[src/sv/mmc_pkg.sv]
//------------------------------------------------------------------------------
// mmc_pkg: shared definitions for the magnetometer min/max calibrator
// Widths, constants, command and register codes, and the structs that travel
// between the axis lanes, the merge stage and the top level.
//------------------------------------------------------------------------------
`default_nettype none

package mmc_pkg;

   // Sample and axis geometry.
   localparam int SAMPLE_BITS = 16;
   localparam int AXES        = 3;
   localparam int AXIS_BITS   = $clog2(AXES);

   // Range of two limits, its magnitude, and the centered offset.
   localparam int RANGE_BITS  = SAMPLE_BITS + 1;
   localparam int MAG_BITS    = SAMPLE_BITS;
   localparam int OFFSET_BITS = SAMPLE_BITS + 2;

   // Scale numerator and the quotient of the scale division.
   localparam int SCALE_NUM   = 10000;
   localparam int SCALE_BITS  = $clog2(SCALE_NUM + 1);
   localparam int QUOT_BITS   = SCALE_BITS + 1;
   localparam int STEP_BITS   = $clog2(SCALE_BITS);

   // Result and register widths.
   localparam int CAL_BITS     = 31;
   localparam int SPREAD_BITS  = 16;
   localparam int SPREAD_RESET = 6000;
   localparam int CMP_BITS     = ((RANGE_BITS > SPREAD_BITS) ? RANGE_BITS : SPREAD_BITS) + 1;
   localparam int CREEP_STEP   = 5;

   // Stream payload widths, padded to whole bytes.
   localparam int REQ_TDATA_BITS = ((AXES * SAMPLE_BITS + 7) / 8) * 8;
   localparam int RSP_TDATA_BITS = ((AXES * CAL_BITS + 7) / 8) * 8;

   // Commands.
   localparam int CMD_BITS = 2;
   localparam logic [CMD_BITS-1:0] CMD_HOLD    = 2'd0;
   localparam logic [CMD_BITS-1:0] CMD_CAPTURE = 2'd1;
   localparam logic [CMD_BITS-1:0] CMD_CREEP   = 2'd2;

   // Configuration register indexes.
   localparam int CSR_INDEX_BITS = 2;
   localparam logic [CSR_INDEX_BITS-1:0] CSR_SPREAD_X = 2'd0;
   localparam logic [CSR_INDEX_BITS-1:0] CSR_SPREAD_Y = 2'd1;
   localparam logic [CSR_INDEX_BITS-1:0] CSR_SPREAD_Z = 2'd2;

   typedef logic signed [SAMPLE_BITS-1:0] sample_type;
   typedef logic signed [RANGE_BITS-1:0]  range_type;

   localparam sample_type SAMPLE_MAX = {1'b0, {(SAMPLE_BITS-1){1'b1}}};
   localparam sample_type SAMPLE_MIN = {1'b1, {(SAMPLE_BITS-1){1'b0}}};
   localparam range_type  CREEP_W    = RANGE_BITS'(CREEP_STEP);

   // Clamp an integer to the signed sample range.
   function automatic sample_type sat_sample(input int value);
      int hi;
      int lo;
      sample_type result;
      hi = (2 ** (SAMPLE_BITS - 1)) - 1;
      lo = -hi - 1;
      if (value > hi) begin
         result = SAMPLE_MAX;
      end else if (value < lo) begin
         result = SAMPLE_MIN;
      end else begin
         result = SAMPLE_BITS'(value);
      end
      return result;
   endfunction

   // Limit values after reset, per axis.
   function automatic sample_type low_reset(input logic [AXIS_BITS-1:0] axis);
      sample_type result;
      case (axis)
         2'd0:    result = sat_sample(-2000);
         2'd1:    result = sat_sample(-2000);
         default: result = sat_sample(1000);
      endcase
      return result;
   endfunction

   function automatic sample_type high_reset(input logic [AXIS_BITS-1:0] axis);
      sample_type result;
      case (axis)
         2'd0:    result = sat_sample(-1000);
         2'd1:    result = sat_sample(-1000);
         default: result = sat_sample(4000);
      endcase
      return result;
   endfunction

   // Control from the top level and the merge stage into one lane.
   typedef struct packed {
      logic start;
      logic ack;
   } lane_ctrl_type;

   // What one lane hands to the merge stage.
   typedef struct packed {
      logic                       done;
      logic                       zero;
      logic signed [CAL_BITS-1:0] cal;
   } lane_result_type;

endpackage

`default_nettype wire

[src/sv/mag_minmax_calibrator.sv]
//------------------------------------------------------------------------------
// mag_minmax_calibrator: hard-iron min/max calibration of a 3-axis magnetometer
// Three axis lanes, a merge stage with the output register, and the spread
// registers.
//------------------------------------------------------------------------------
// Each transaction carries one signed sample per axis and a command. For each
// axis the sample is centered and scaled with the limits held before the
// transaction, (sample + range/2 - max) * (10000 / range), both divisions
// truncating; a zero range gives 0 and sets that axis's zero_range flag. The
// limits are then moved by the command (hold, capture extremes, creep by 5)
// and pulled in by one count at each end when wider than the spread register.
// A transaction's result is offered after the 14-step restoring divider in each
// lane, and no new transaction is accepted before it moves to the output
// register, where it waits, so a new transaction is taken while the previous
// result is still unclaimed. The user must write the spread registers through
// the csr port only while idle; the block itself does not enforce it.
//------------------------------------------------------------------------------
`default_nettype none

module mag_minmax_calibrator (
   input  wire logic                                clock,
   input  wire logic                                reset,
   // Request stream.
   input  wire logic                                req_tvalid,
   output logic                                     req_tready,
   // req_tdata, from bit 0: mag_x, mag_y, mag_z.
   input  wire logic [mmc_pkg::REQ_TDATA_BITS-1:0]  req_tdata,
   // req_tuser: command.
   input  wire logic [mmc_pkg::CMD_BITS-1:0]        req_tuser,
   // Response stream.
   output logic                                     rsp_tvalid,
   input  wire logic                                rsp_tready,
   // rsp_tdata, from bit 0: cal_x, cal_y, cal_z, zero padding.
   output logic [mmc_pkg::RSP_TDATA_BITS-1:0]       rsp_tdata,
   // rsp_tuser: zero_range (x, y, z from bit 0).
   output logic [mmc_pkg::AXES-1:0]                 rsp_tuser,
   // Register write port.
   input  wire logic                                csr_valid,
   output logic                                     csr_ready,
   input  wire logic [mmc_pkg::CSR_INDEX_BITS-1:0]  csr_index,
   input  wire logic [mmc_pkg::SPREAD_BITS-1:0]     csr_data
);
   import mmc_pkg::*;

   logic [SPREAD_BITS-1:0] spread_ff [AXES];
   logic [SPREAD_BITS-1:0] spread_in [AXES];
   lane_result_type        lane_res [AXES];
   lane_ctrl_type          lane_ctrl;
   logic [AXES-1:0]        lane_idle;
   logic [AXES-1:0]        done_vec;
   logic                   merge_ack;
   logic                   start;

   // Spread registers.
   always_comb begin
      for (int a = 0; a < AXES; a++) begin
         spread_in[a] = spread_ff[a];
      end
      if (csr_valid) begin
         case (csr_index)
            CSR_SPREAD_X: spread_in[0] = csr_data;
            CSR_SPREAD_Y: spread_in[1] = csr_data;
            CSR_SPREAD_Z: spread_in[2] = csr_data;
            default: begin
            end
         endcase
      end
   end

   always_ff @(posedge clock) begin
      if (reset) begin
         for (int a = 0; a < AXES; a++) begin
            spread_ff[a] <= SPREAD_BITS'(SPREAD_RESET);
         end
      end else begin
         for (int a = 0; a < AXES; a++) begin
            spread_ff[a] <= spread_in[a];
         end
      end
   end

   assign csr_ready = 1'b1;

   // A transaction starts all lanes together once they are all free.
   assign req_tready      = &lane_idle;
   assign start           = req_tvalid && req_tready;
   assign lane_ctrl.start = start;
   assign lane_ctrl.ack   = merge_ack;

   // One lane per axis.
   for (genvar a = 0; a < AXES; a++) begin : g_lane
      mmc_lane u_lane (
         .clock   (clock),
         .reset   (reset),
         .axis    (AXIS_BITS'(a)),
         .ctrl    (lane_ctrl),
         .command (req_tuser),
         .sample  (req_tdata[a*SAMPLE_BITS +: SAMPLE_BITS]),
         .spread  (spread_ff[a]),
         .result  (lane_res[a]),
         .idle    (lane_idle[a])
      );
      assign done_vec[a] = lane_res[a].done;
   end

   mmc_merge u_merge (
      .clock      (clock),
      .reset      (reset),
      .lane_res   (lane_res),
      .ack        (merge_ack),
      .rsp_tvalid (rsp_tvalid),
      .rsp_tready (rsp_tready),
      .rsp_tdata  (rsp_tdata),
      .rsp_tuser  (rsp_tuser)
   );

   // Lanes leave idle right after a transaction is accepted.
   assert property (@(posedge clock) disable iff (reset)
      start |=> !req_tready)
      else $error("lanes still idle after an accepted transaction");

   // Lanes run in lockstep and finish together.
   assert property (@(posedge clock) disable iff (reset)
      (&done_vec) || !(|done_vec))
      else $error("lanes finished out of step");

   // A zero range on x always comes with a zero x value.
   assert property (@(posedge clock) disable iff (reset)
      (rsp_tvalid && rsp_tuser[0]) |-> (rsp_tdata[CAL_BITS-1:0] == '0))
      else $error("zero range flag on x with a nonzero x value");

endmodule

`default_nettype wire

[src/sv/mmc_lane.sv]
//------------------------------------------------------------------------------
// mmc_lane: one axis of the calibrator
// Holds the axis limits, centers the sample, divides the scale numerator by
// the range one quotient bit per cycle, scales, and updates the limits.
//------------------------------------------------------------------------------
`default_nettype none

module mmc_lane (
   input  wire logic                            clock,
   input  wire logic                            reset,
   input  wire logic [mmc_pkg::AXIS_BITS-1:0]   axis,
   input  wire mmc_pkg::lane_ctrl_type          ctrl,
   input  wire logic [mmc_pkg::CMD_BITS-1:0]    command,
   input  wire mmc_pkg::sample_type             sample,
   input  wire logic [mmc_pkg::SPREAD_BITS-1:0] spread,
   output mmc_pkg::lane_result_type             result,
   output logic                                 idle
);
   import mmc_pkg::*;

   typedef enum logic [2:0] {
      ST_IDLE,
      ST_PREP,
      ST_NARROW,
      ST_DIV,
      ST_MUL,
      ST_DONE
   } state_type;

   state_type                      state_ff, state_in;
   sample_type                     low_ff, low_in;
   sample_type                     high_ff, high_in;
   sample_type                     sample_ff, sample_in;
   logic [CMD_BITS-1:0]            cmd_ff, cmd_in;
   range_type                      range_ff, range_in;
   logic signed [OFFSET_BITS-1:0]  offset_ff, offset_in;
   logic [MAG_BITS-1:0]            divisor_ff, divisor_in;
   logic [MAG_BITS-1:0]            rem_ff, rem_in;
   logic [SCALE_BITS-1:0]          quo_ff, quo_in;
   logic [STEP_BITS-1:0]           step_ff, step_in;
   logic                           neg_ff, neg_in;
   logic                           zero_ff, zero_in;
   logic signed [CAL_BITS-1:0]     cal_ff, cal_in;

   range_type                               range_now;
   range_type                               range_neg;
   range_type                               range_rnd;
   range_type                               half_w;
   range_type                               hi_sum;
   range_type                               lo_diff;
   logic signed [CMP_BITS-1:0]              range_cmp;
   logic signed [CMP_BITS-1:0]              spread_cmp;
   logic [MAG_BITS:0]                       shifted;
   logic                                    qbit;
   logic signed [QUOT_BITS-1:0]             quot_w;
   logic signed [OFFSET_BITS+QUOT_BITS-1:0] prod_w;

   // Arithmetic shared by the steps below.
   always_comb begin
      range_now  = RANGE_BITS'(high_ff) - RANGE_BITS'(low_ff);
      range_neg  = -range_ff;
      range_rnd  = range_ff + $signed({{(RANGE_BITS-1){1'b0}}, range_ff[RANGE_BITS-1]});
      half_w     = range_rnd >>> 1;
      hi_sum     = RANGE_BITS'(high_ff) + CREEP_W;
      lo_diff    = RANGE_BITS'(low_ff) - CREEP_W;
      range_cmp  = CMP_BITS'(range_now);
      spread_cmp = $signed(CMP_BITS'(spread));
      shifted    = {rem_ff, quo_ff[SCALE_BITS-1]};
      qbit       = (shifted >= {1'b0, divisor_ff});
      quot_w     = neg_ff ? -$signed({1'b0, quo_ff}) : $signed({1'b0, quo_ff});
      prod_w     = offset_ff * quot_w;
   end

   // Next-state logic of the lane sequencer.
   always_comb begin
      state_in   = state_ff;
      low_in     = low_ff;
      high_in    = high_ff;
      sample_in  = sample_ff;
      cmd_in     = cmd_ff;
      range_in   = range_ff;
      offset_in  = offset_ff;
      divisor_in = divisor_ff;
      rem_in     = rem_ff;
      quo_in     = quo_ff;
      step_in    = step_ff;
      neg_in     = neg_ff;
      zero_in    = zero_ff;
      cal_in     = cal_ff;
      case (state_ff)
         ST_IDLE: begin
            if (ctrl.start) begin
               sample_in = sample;
               cmd_in    = command;
               range_in  = range_now;
               state_in  = ST_PREP;
            end
         end
         ST_PREP: begin
            // Center the sample with the old limits and set up the divider.
            offset_in  = OFFSET_BITS'(sample_ff) + OFFSET_BITS'(half_w)
                         - OFFSET_BITS'(high_ff);
            divisor_in = range_ff[RANGE_BITS-1] ? range_neg[MAG_BITS-1:0]
                                                : range_ff[MAG_BITS-1:0];
            neg_in     = range_ff[RANGE_BITS-1];
            zero_in    = (range_ff == '0);
            rem_in     = '0;
            quo_in     = SCALE_BITS'(SCALE_NUM);
            step_in    = STEP_BITS'(SCALE_BITS - 1);
            // Move the limits as the command asks.
            case (cmd_ff)
               CMD_CAPTURE: begin
                  if (high_ff < sample_ff) high_in = sample_ff;
                  if (low_ff > sample_ff)  low_in  = sample_ff;
               end
               CMD_CREEP: begin
                  if (high_ff < sample_ff) begin
                     high_in = (hi_sum > RANGE_BITS'(SAMPLE_MAX)) ? SAMPLE_MAX
                                                                 : hi_sum[SAMPLE_BITS-1:0];
                  end
                  if (low_ff > sample_ff) begin
                     low_in = (lo_diff < RANGE_BITS'(SAMPLE_MIN)) ? SAMPLE_MIN
                                                                : lo_diff[SAMPLE_BITS-1:0];
                  end
               end
               default: begin
               end
            endcase
            state_in = ST_NARROW;
         end
         ST_NARROW: begin
            // Pull both ends in when the range is wider than allowed.
            if (range_cmp > spread_cmp) begin
               high_in = high_ff - sample_type'(1);
               low_in  = low_ff + sample_type'(1);
            end
            state_in = ST_DIV;
         end
         ST_DIV: begin
            // One restoring division step per cycle.
            rem_in = qbit ? MAG_BITS'(shifted - {1'b0, divisor_ff}) : shifted[MAG_BITS-1:0];
            quo_in = {quo_ff[SCALE_BITS-2:0], qbit};
            if (step_ff == '0) begin
               state_in = ST_MUL;
            end else begin
               step_in = step_ff - STEP_BITS'(1);
            end
         end
         ST_MUL: begin
            cal_in   = zero_ff ? '0 : CAL_BITS'(prod_w);
            state_in = ST_DONE;
         end
         ST_DONE: begin
            if (ctrl.ack) state_in = ST_IDLE;
         end
         default: begin
            state_in = ST_IDLE;
         end
      endcase
   end

   // State, limits and working registers.
   always_ff @(posedge clock) begin
      if (reset) begin
         state_ff <= ST_IDLE;
         low_ff   <= low_reset(axis);
         high_ff  <= high_reset(axis);
      end else begin
         state_ff   <= state_in;
         low_ff     <= low_in;
         high_ff    <= high_in;
         sample_ff  <= sample_in;
         cmd_ff     <= cmd_in;
         range_ff   <= range_in;
         offset_ff  <= offset_in;
         divisor_ff <= divisor_in;
         rem_ff     <= rem_in;
         quo_ff     <= quo_in;
         step_ff    <= step_in;
         neg_ff     <= neg_in;
         zero_ff    <= zero_in;
         cal_ff     <= cal_in;
      end
   end

   assign result.done = (state_ff == ST_DONE);
   assign result.zero = zero_ff;
   assign result.cal  = cal_ff;
   assign idle        = (state_ff == ST_IDLE);

endmodule

`default_nettype wire

[src/sv/mmc_merge.sv]
//------------------------------------------------------------------------------
// mmc_merge: combines the lane results into one output transaction
// Waits until every lane is done and the output register is free, then packs
// the calibrated values and zero-range flags and releases the lanes.
//------------------------------------------------------------------------------
`default_nettype none

module mmc_merge (
   input  wire logic                               clock,
   input  wire logic                               reset,
   input  wire mmc_pkg::lane_result_type           lane_res [mmc_pkg::AXES],
   output logic                                    ack,
   output logic                                    rsp_tvalid,
   input  wire logic                               rsp_tready,
   output logic [mmc_pkg::RSP_TDATA_BITS-1:0]      rsp_tdata,
   output logic [mmc_pkg::AXES-1:0]                rsp_tuser
);
   import mmc_pkg::*;

   logic                      valid_ff, valid_in;
   logic [RSP_TDATA_BITS-1:0] tdata_ff, tdata_in;
   logic [AXES-1:0]           tuser_ff, tuser_in;
   logic [AXES-1:0]           done_vec;
   logic                      load;

   // Pack the lanes and decide when the output register takes them.
   always_comb begin
      tdata_in = '0;
      for (int a = 0; a < AXES; a++) begin
         done_vec[a]                       = lane_res[a].done;
         tdata_in[a*CAL_BITS +: CAL_BITS]  = lane_res[a].cal;
         tuser_in[a]                       = lane_res[a].zero;
      end
      load     = (&done_vec) && (!valid_ff || rsp_tready);
      valid_in = load || (valid_ff && !rsp_tready);
   end

   // Output register.
   always_ff @(posedge clock) begin
      if (reset) begin
         valid_ff <= 1'b0;
      end else begin
         valid_ff <= valid_in;
         if (load) begin
            tdata_ff <= tdata_in;
            tuser_ff <= tuser_in;
         end
      end
   end

   assign ack        = load;
   assign rsp_tvalid = valid_ff;
   assign rsp_tdata  = tdata_ff;
   assign rsp_tuser  = tuser_ff;

endmodule

`default_nettype wire

[config.mk]
export PLATFORM = sky130hd
export DESIGN_NAME = mag_minmax_calibrator
export DESIGN_NICKNAME = d
export VERILOG_FILES = /design/src/sv/mmc_pkg.sv /design/src/sv/mag_minmax_calibrator.sv /design/src/sv/mmc_lane.sv /design/src/sv/mmc_merge.sv
export SDC_FILE = /design/constraint.sdc
export NUM_CORES = 2
export LEC_CHECK = 0
export CAP_MARGIN = 10
export CORE_MARGIN = 3
export CORE_UTILIZATION = 33
export CTS_BUF_LIST = sky130_fd_sc_hd__clkbuf_2
export CTS_CLUSTER_DIAMETER = 120
export DETAILED_ROUTE_END_ITERATION = 8
export DONT_BUFFER_PORTS = 1
export PLACE_DENSITY_LB_ADDON = 0.12
export SLEW_MARGIN = 20
export SYNTH_ARGS = -nofsm -noshare
export SYNTH_HDL_FRONTEND = slang
export SYNTH_SLANG_ARGS = --single-unit
[constraint.sdc]
create_clock -name clock -period 8.1 [get_ports clock]
set_clock_uncertainty 0.05 [all_clocks]
set_input_delay 0.81 -clock clock [delete_from_list [all_inputs] [get_ports clock]]
set_output_delay 0.81 -clock clock [all_outputs]
set_load 0.01 [all_outputs]
# == Yosys cells after proc, flatten, opt, wreduce, memory -nomap -nowiden ==
# Memory sizes are Yosys's and may differ from the RTL's.
# Index checks and enable logic that the tools add are counted.
# Widths: inputs -> output; s select.
# op_classes
addsub,36
mul,3
order_cmp,18
n_eq_ne,53
n_mux,75
bitwise,4
reduce_logical,50
# ops
operator,count
$mux 16,36
$pmux 16 s2,15
$mul 18x15->31,3
$pmux 14 s2,3
$pmux 3 s6,3
$sub 17x16->18,3
$add 16x16->17,3
$add 16x4->17 const B,3
$add 17x2->17,3
$ge 17x16->1,3
$gt 17x16->1 const B,3
$gt 17x17->1,3
$logic_not 17->1,3
$lt 17x16->1 const B,3
$sub 16x16->17,3
$sub 16x4->17 const B,3
$add 16x2->16 const B,3
$gt 16x16->1,3
$lt 16x16->1,3
$mux 48,1
$neg 16->16,3
$sub 16x16->16,3
$sub 16x2->16 const B,3
$mux 15,3
other kinds (26),124
# totals
regBits,610
mem_bits_rw,48
in_bits,73
mem_count,1
# memory_table
name,depth,width,read_ports,rd_clocked_by_memory_dff,wr,line_no,rtl
spread_ff,3,16,3,0,3,mag_minmax_calibrator.sv:45,logic [SPREAD_BITS-1:0] spread_ff [AXES];

# == Logic depth before layout (Yosys ltp) ==
# depth
depth_word,6
mapped_depth,31
depth_no_buf,29

# == Hierarchy ==
# Synthesis repeated with hierarchy kept, for this count alone.
# unflattened
cells_unflattened,7269
area_unflattened_um2,70804.2
# modules_own_cells
mod,instances,cells_per_inst,area_per_inst_um2,seq_area_each_um2
mmc_lane (g_lane[2].u_lane),1,2325,22054.9,5104.9
mmc_lane (g_lane[0].u_lane),1,2321,21989.8,5104.9
mmc_lane (g_lane[1].u_lane),1,2333,21858.5,5104.9
mmc_merge,1,107,2976.6,2902.8
mag_minmax_calibrator,1,183,1924.3,960.9

# == Worst setup path after synthesis ==
# Ideal clock, no wire load.
# synth_timing
kind,register to register
startpoint,register g_lane[0].u_lane.quo_ff[0]
endpoint,"register g_lane[0].u_lane.cal_ff[27], data pin"
t_arrival_ns,7.304
path_slack_ns,0.480
path_stages_with_launch,30
n_path_buf,3
period_less_slack_ns,7.620
path_cell_list,edfxtp_1 clkbuf_1 inv_1 ha_1 nand2_1 or3_1 o41ai_1 xnor2_1 clkbuf_1 clkbuf_1 nand2_1 fa_1 fa_1 inv_1 fa_1 fa_1 fa_1 inv_1 fa_1 inv_1 ha_1 or4_1 a211oi_1 o31ai_1 a31o_2 a211o_1 nand3_1 nand2_1 xnor2_1 nor2_1
# synth_between
elab_chain_len,3
# synth_lines
item,line_no,rtl
start: declaration,mmc_lane.sv:39,"logic [SCALE_BITS-1:0] quo_ff, quo_in;"
start signal: assignment,mmc_lane.sv:178,quo_ff <= quo_in;
$neg 14->15,mmc_lane.sv:70,"quot_w = neg_ff ? -$signed({1'b0, quo_ff}) : $signed({1'b0, quo_ff});"
$mux 15 *,mmc_lane.sv:70,
$mul 18x15->31 *,mmc_lane.sv:71,prod_w = offset_ff * quot_w;
end signal: assignment,mmc_lane.sv:182,cal_ff <= cal_in;
end: declaration,mmc_lane.sv:43,"logic signed [CAL_BITS-1:0] cal_ff, cal_in;"
# Mark *: on every way between the ends. The rest lies on a longest branch, timed or not.
# A chain may end at the register's enable or synchronous reset.

# == Worst setup path after layout ==
# layout_timing
startpoint,register g_lane[0].u_lane.quo_ff[6]
endpoint,"register g_lane[0].u_lane.cal_ff[28], data pin"
# Same word-level chain as after synthesis.

==> flow_metrics.py <==
metrics = {
    "synthesis": {
        "synthTopCellsByArea": "fa_1 (23%), edfxtp_1 (22%), ha_1 (10%)",
        "yosys.area.top_type": "fa_1",
        "yosysWarnings": 0,
        "yosysUniqueCellTypes": 100,
        "ys.flop_type": "edfxtp_1",
        "synth_top_family_by_area": "adder cells",
        "synth-simple-area-share_pct": 15.09,
        "syn_area_per_cell_um2": 9.426,
        "async_reset_ff_share_pct": 0,
        "seq_area_frac_synth_pct": 26.30,
        "ys_ff_latch": 658,
        "synth_xor_xnor_area_share_pct": 5.001,
        "synthCells": 7347,
        "synth_top_area_share_pct": 23.15,
        "netlist_area_mm2": 0.06926,
        "synth_compound_area_share_pct": 11.45,
        "synth_edf_count": 504,
        "muxShareOfSynthArea_pct": 0.6576,
        "synthAdderAreaFrac_pct": 33.45,
    },
    "worst_setup_path": {
        "rr_startpoint": "g_lane[0].u_lane.quo_ff[6]",
        "crit_path_max_incr_delay_ns": 0.55,
        "cp-start-kind": "flop",
        "crit_top_cell": "fa_1",
        "r2r_slack_ns": 0.29,
        "crit_fanout": 14,
        "required_ns": 9.39,
        "path_class": "flop to flop",
        "crit_slowest_cell": "fa_1",
        "arrival_ns": 9.11,
        "reg2reg_to": "g_lane[0].u_lane.cal_ff[28]",
        "crit_path_end_kind": "flop",
        "r2r_cells": 26,
    },
    "floorplan": {
        "core-area_mm2": 0.2079,
        "io_pins": 175,
        "start_util_pct": 33.31,
        "die_h_um": 464.1,
        "row_count": 167,
        "fp.dieArea_mm2": 0.2154,
        "dieWidth_um": 464.1,
    },
    "place": {
        "io_buffer_count": 0,
        "dp.cells": 9955,
        "place.gp.congestion": 0.8362,
        "dpl-instance-area_mm2": 0.07254,
        "hpwlAfterDp_um": 154400,
    },
    "drt": {
        "drt_iter0_markers": 3189,
        "vias": 52270,
        "route.detailed.drc": 0,
        "viasPerCell": 4.955,
        "post_drt_wl_per_cell_um": 18.99,
        "wl_um": 200400,
        "antenna_left": 0,
        "dr.pass1.iters": 7,
    },
    "min_path": {
        "min_to": "u_merge.rsp_tdata[32]",
        "whs_path_depth": 0,
        "min_from": "g_lane[1].u_lane.cal_ff[1]",
        "min_path_type": "flop to flop",
    },
    "sta": {
        "drv_slew": 0,
        "min_period_ns": 7.815,
        "max_freq_mhz": 128.0,
        "tightest_slew_ns": 1.168,
        "finalHoldViolCount": 0,
        "finalCritPeriodShare_pct": 96.48,
        "whs_ns": 0.3587,
        "setup_viol": 0,
        "slew_headroom_pct": 21.95,
    },
    "global_route": {
        "grt_usage_pct": 18.66,
        "grt_remaining_overflow": 0,
        "grt_pass1_vias": 54770,
        "grt_first_pass_wirelength_um": 317600,
        "grt_max_degree": 119,
        "antenna_found_initial": 9,
    },
    "run": {
        "max-cap-violations": 0,
    },
    "cells_and_area": {
        "final_cell_count_no_fill": 10550,
        "final_net_count": 9030,
        "synthToLayoutAreaGrowth_pct": 11.05,
        "fin_area_mm2": 0.07691,
        "drive_gt1_share_pct": 7.018,
    },
    "clock_tree": {
        "cts_tree": "yes",
        "clock-root-buffer": "clkbuf_2",
        "clockBufferDepth": 3,
        "numCtsBuffers": 200,
        "clock_latency_ns": 1.65,
        "htreeDepth": 4,
        "clk_pin_slew_ns": 0.11,
        "cts_sinks": 658,
    },
    "status": {
        "status": "finished clean",
    },
}
==> area by class of cell <==
cell class,count,area (um2)
repair buffers,325,3034
flip-flops and latches,658,18220
diodes,10,25.02
multi-input cells,5221,45730
clock inverters,89,591.8
inverters,1180,4429
fillers,21120,131000
clock buffers,279,1396
well taps,2788,3488
==> timing repair <==
action / 4_1_cts / 5_1_grt
endpoints found under the hold margin: 619 / 0
setup buffers: 0 / 3
endpoints found under the setup margin: 0 / 17
hold buffers: 214 / 0
resized for setup: 0 / 25
==> worst max-delay path by stage <==
stage                                     startpoint                          end  cells after the start
after floorplan           g_lane[0].u_lane.quo_ff[0]  g_lane[0].u_lane.cal_ff[27]                     29
after global placement    g_lane[1].u_lane.quo_ff[8]  g_lane[1].u_lane.cal_ff[27]                     22
after detailed placement  g_lane[1].u_lane.quo_ff[8]  g_lane[1].u_lane.cal_ff[25]                     22
after CTS                 g_lane[2].u_lane.quo_ff[2]  g_lane[2].u_lane.cal_ff[28]                     27
after global routing      g_lane[0].u_lane.quo_ff[6]  g_lane[0].u_lane.cal_ff[28]                     26
final                     g_lane[0].u_lane.quo_ff[6]  g_lane[0].u_lane.cal_ff[28]                     26
==> cells in the final DEF (no fill, tap or decap), types with 57 or more instances in the layout <==
cell type,instances
a21oi_1,332
nand3_1,125
ha_1,570
and2_1,262
xnor2_1,299
a21o_1,98
o21ai_0,241
fa_1,801
buf_4,107
nor2b_1,107
nor2_1,415
and3_1,58
xor2_1,83
edfxtp_1,504
dlygate4sd3_1,212
dfxtp_1,154
nand2_1,817
clkbuf_2,279
inv_1,1178
nand4_1,57
nor3_1,114
==> logic make-up (layout without fill, tap and decap cells) <==
kind of cell,count (synthesis),count (layout)
and+or+nand+nor,2194,2194
adders and majority gates,1371,1371
AOI/OAI and AO/OA,1214,1214
xor gates and xnor gates,393,393
buffers and inverters,1470,1873
other,2,14
DFF,658,658
muxes,45,45
==> critical path, delay by kind of cell, from the launching register on <==
family | cells | cell delay, ns
AOI/OAI and AO/OA | 8 | 1.67
xor gates and xnor gates | 2 | 0.41
adders and majority gates | 7 | 3.27
buffers and inverters | 4 | 0.37
DFF | 1 | 0.51
and+or+nand+nor | 5 | 1.28
==> sequential cells by signal, summed over array words and instances (netlist names) <==
name	flops
g_lane.u_lane.cal_ff	93
g_lane.u_lane.cmd_ff	6
g_lane.u_lane.divisor_ff	48
g_lane.u_lane.high_ff	48
g_lane.u_lane.low_ff	48
g_lane.u_lane.neg_ff	3
g_lane.u_lane.offset_ff	54
g_lane.u_lane.quo_ff	42
g_lane.u_lane.range_ff	51
g_lane.u_lane.rem_ff	48
g_lane.u_lane.sample_ff	48
g_lane.u_lane.state_ff	9
g_lane.u_lane.step_ff	12
g_lane.u_lane.zero_ff	3
spread_ff	48
u_merge.rsp_tdata	93
u_merge.rsp_tuser	3
u_merge.rsp_tvalid	1
==> metrics by stage <==
stage / TNS [ns] / worst slack, ns / util, %
final: 0 / 0.2851 / 36.99
after CTS: 0 / 0.1376 / 36.89
after floorplan: 0 / 0.4803 / -
after global routing: -0.0004050 / -0.0004050 / 36.99
after global placement: 0 / 0.2278 / 34.88
after detailed placement: 0 / 0.2002 / 34.89
==> routing by layer <==
layer  track usage, %  vias to the layer above  routed length (um)
met5                0                        -                  27
met4            5.206                        4                4577
met3            2.701                      248                8138
met2            30.36                     1143               92870
met1            25.82                    25920               94770
li1                 -                    24960                   -
==> cells in the mapped netlist, drive strengths merged, types with 60 or more instances <==
| master | count |
|---|---|
| and2 | 263 |
| a31oi | 60 |
| a21oi | 337 |
| a21o | 98 |
| nor2b | 109 |
| and3 | 61 |
| dfxtp | 154 |
| nor2 | 422 |
| nand2 | 819 |
| edfxtp | 504 |
| xnor2 | 308 |
| nor3 | 122 |
| inv | 1179 |
| nand3 | 125 |
| fa | 801 |
| o21ai | 265 |
| clkbuf | 256 |
| ha | 570 |
| xor2 | 84 |
Power is left out: the tool's default activity adds up to more than one toggle a clock period on the data nets, which glitch-free logic cannot reach.
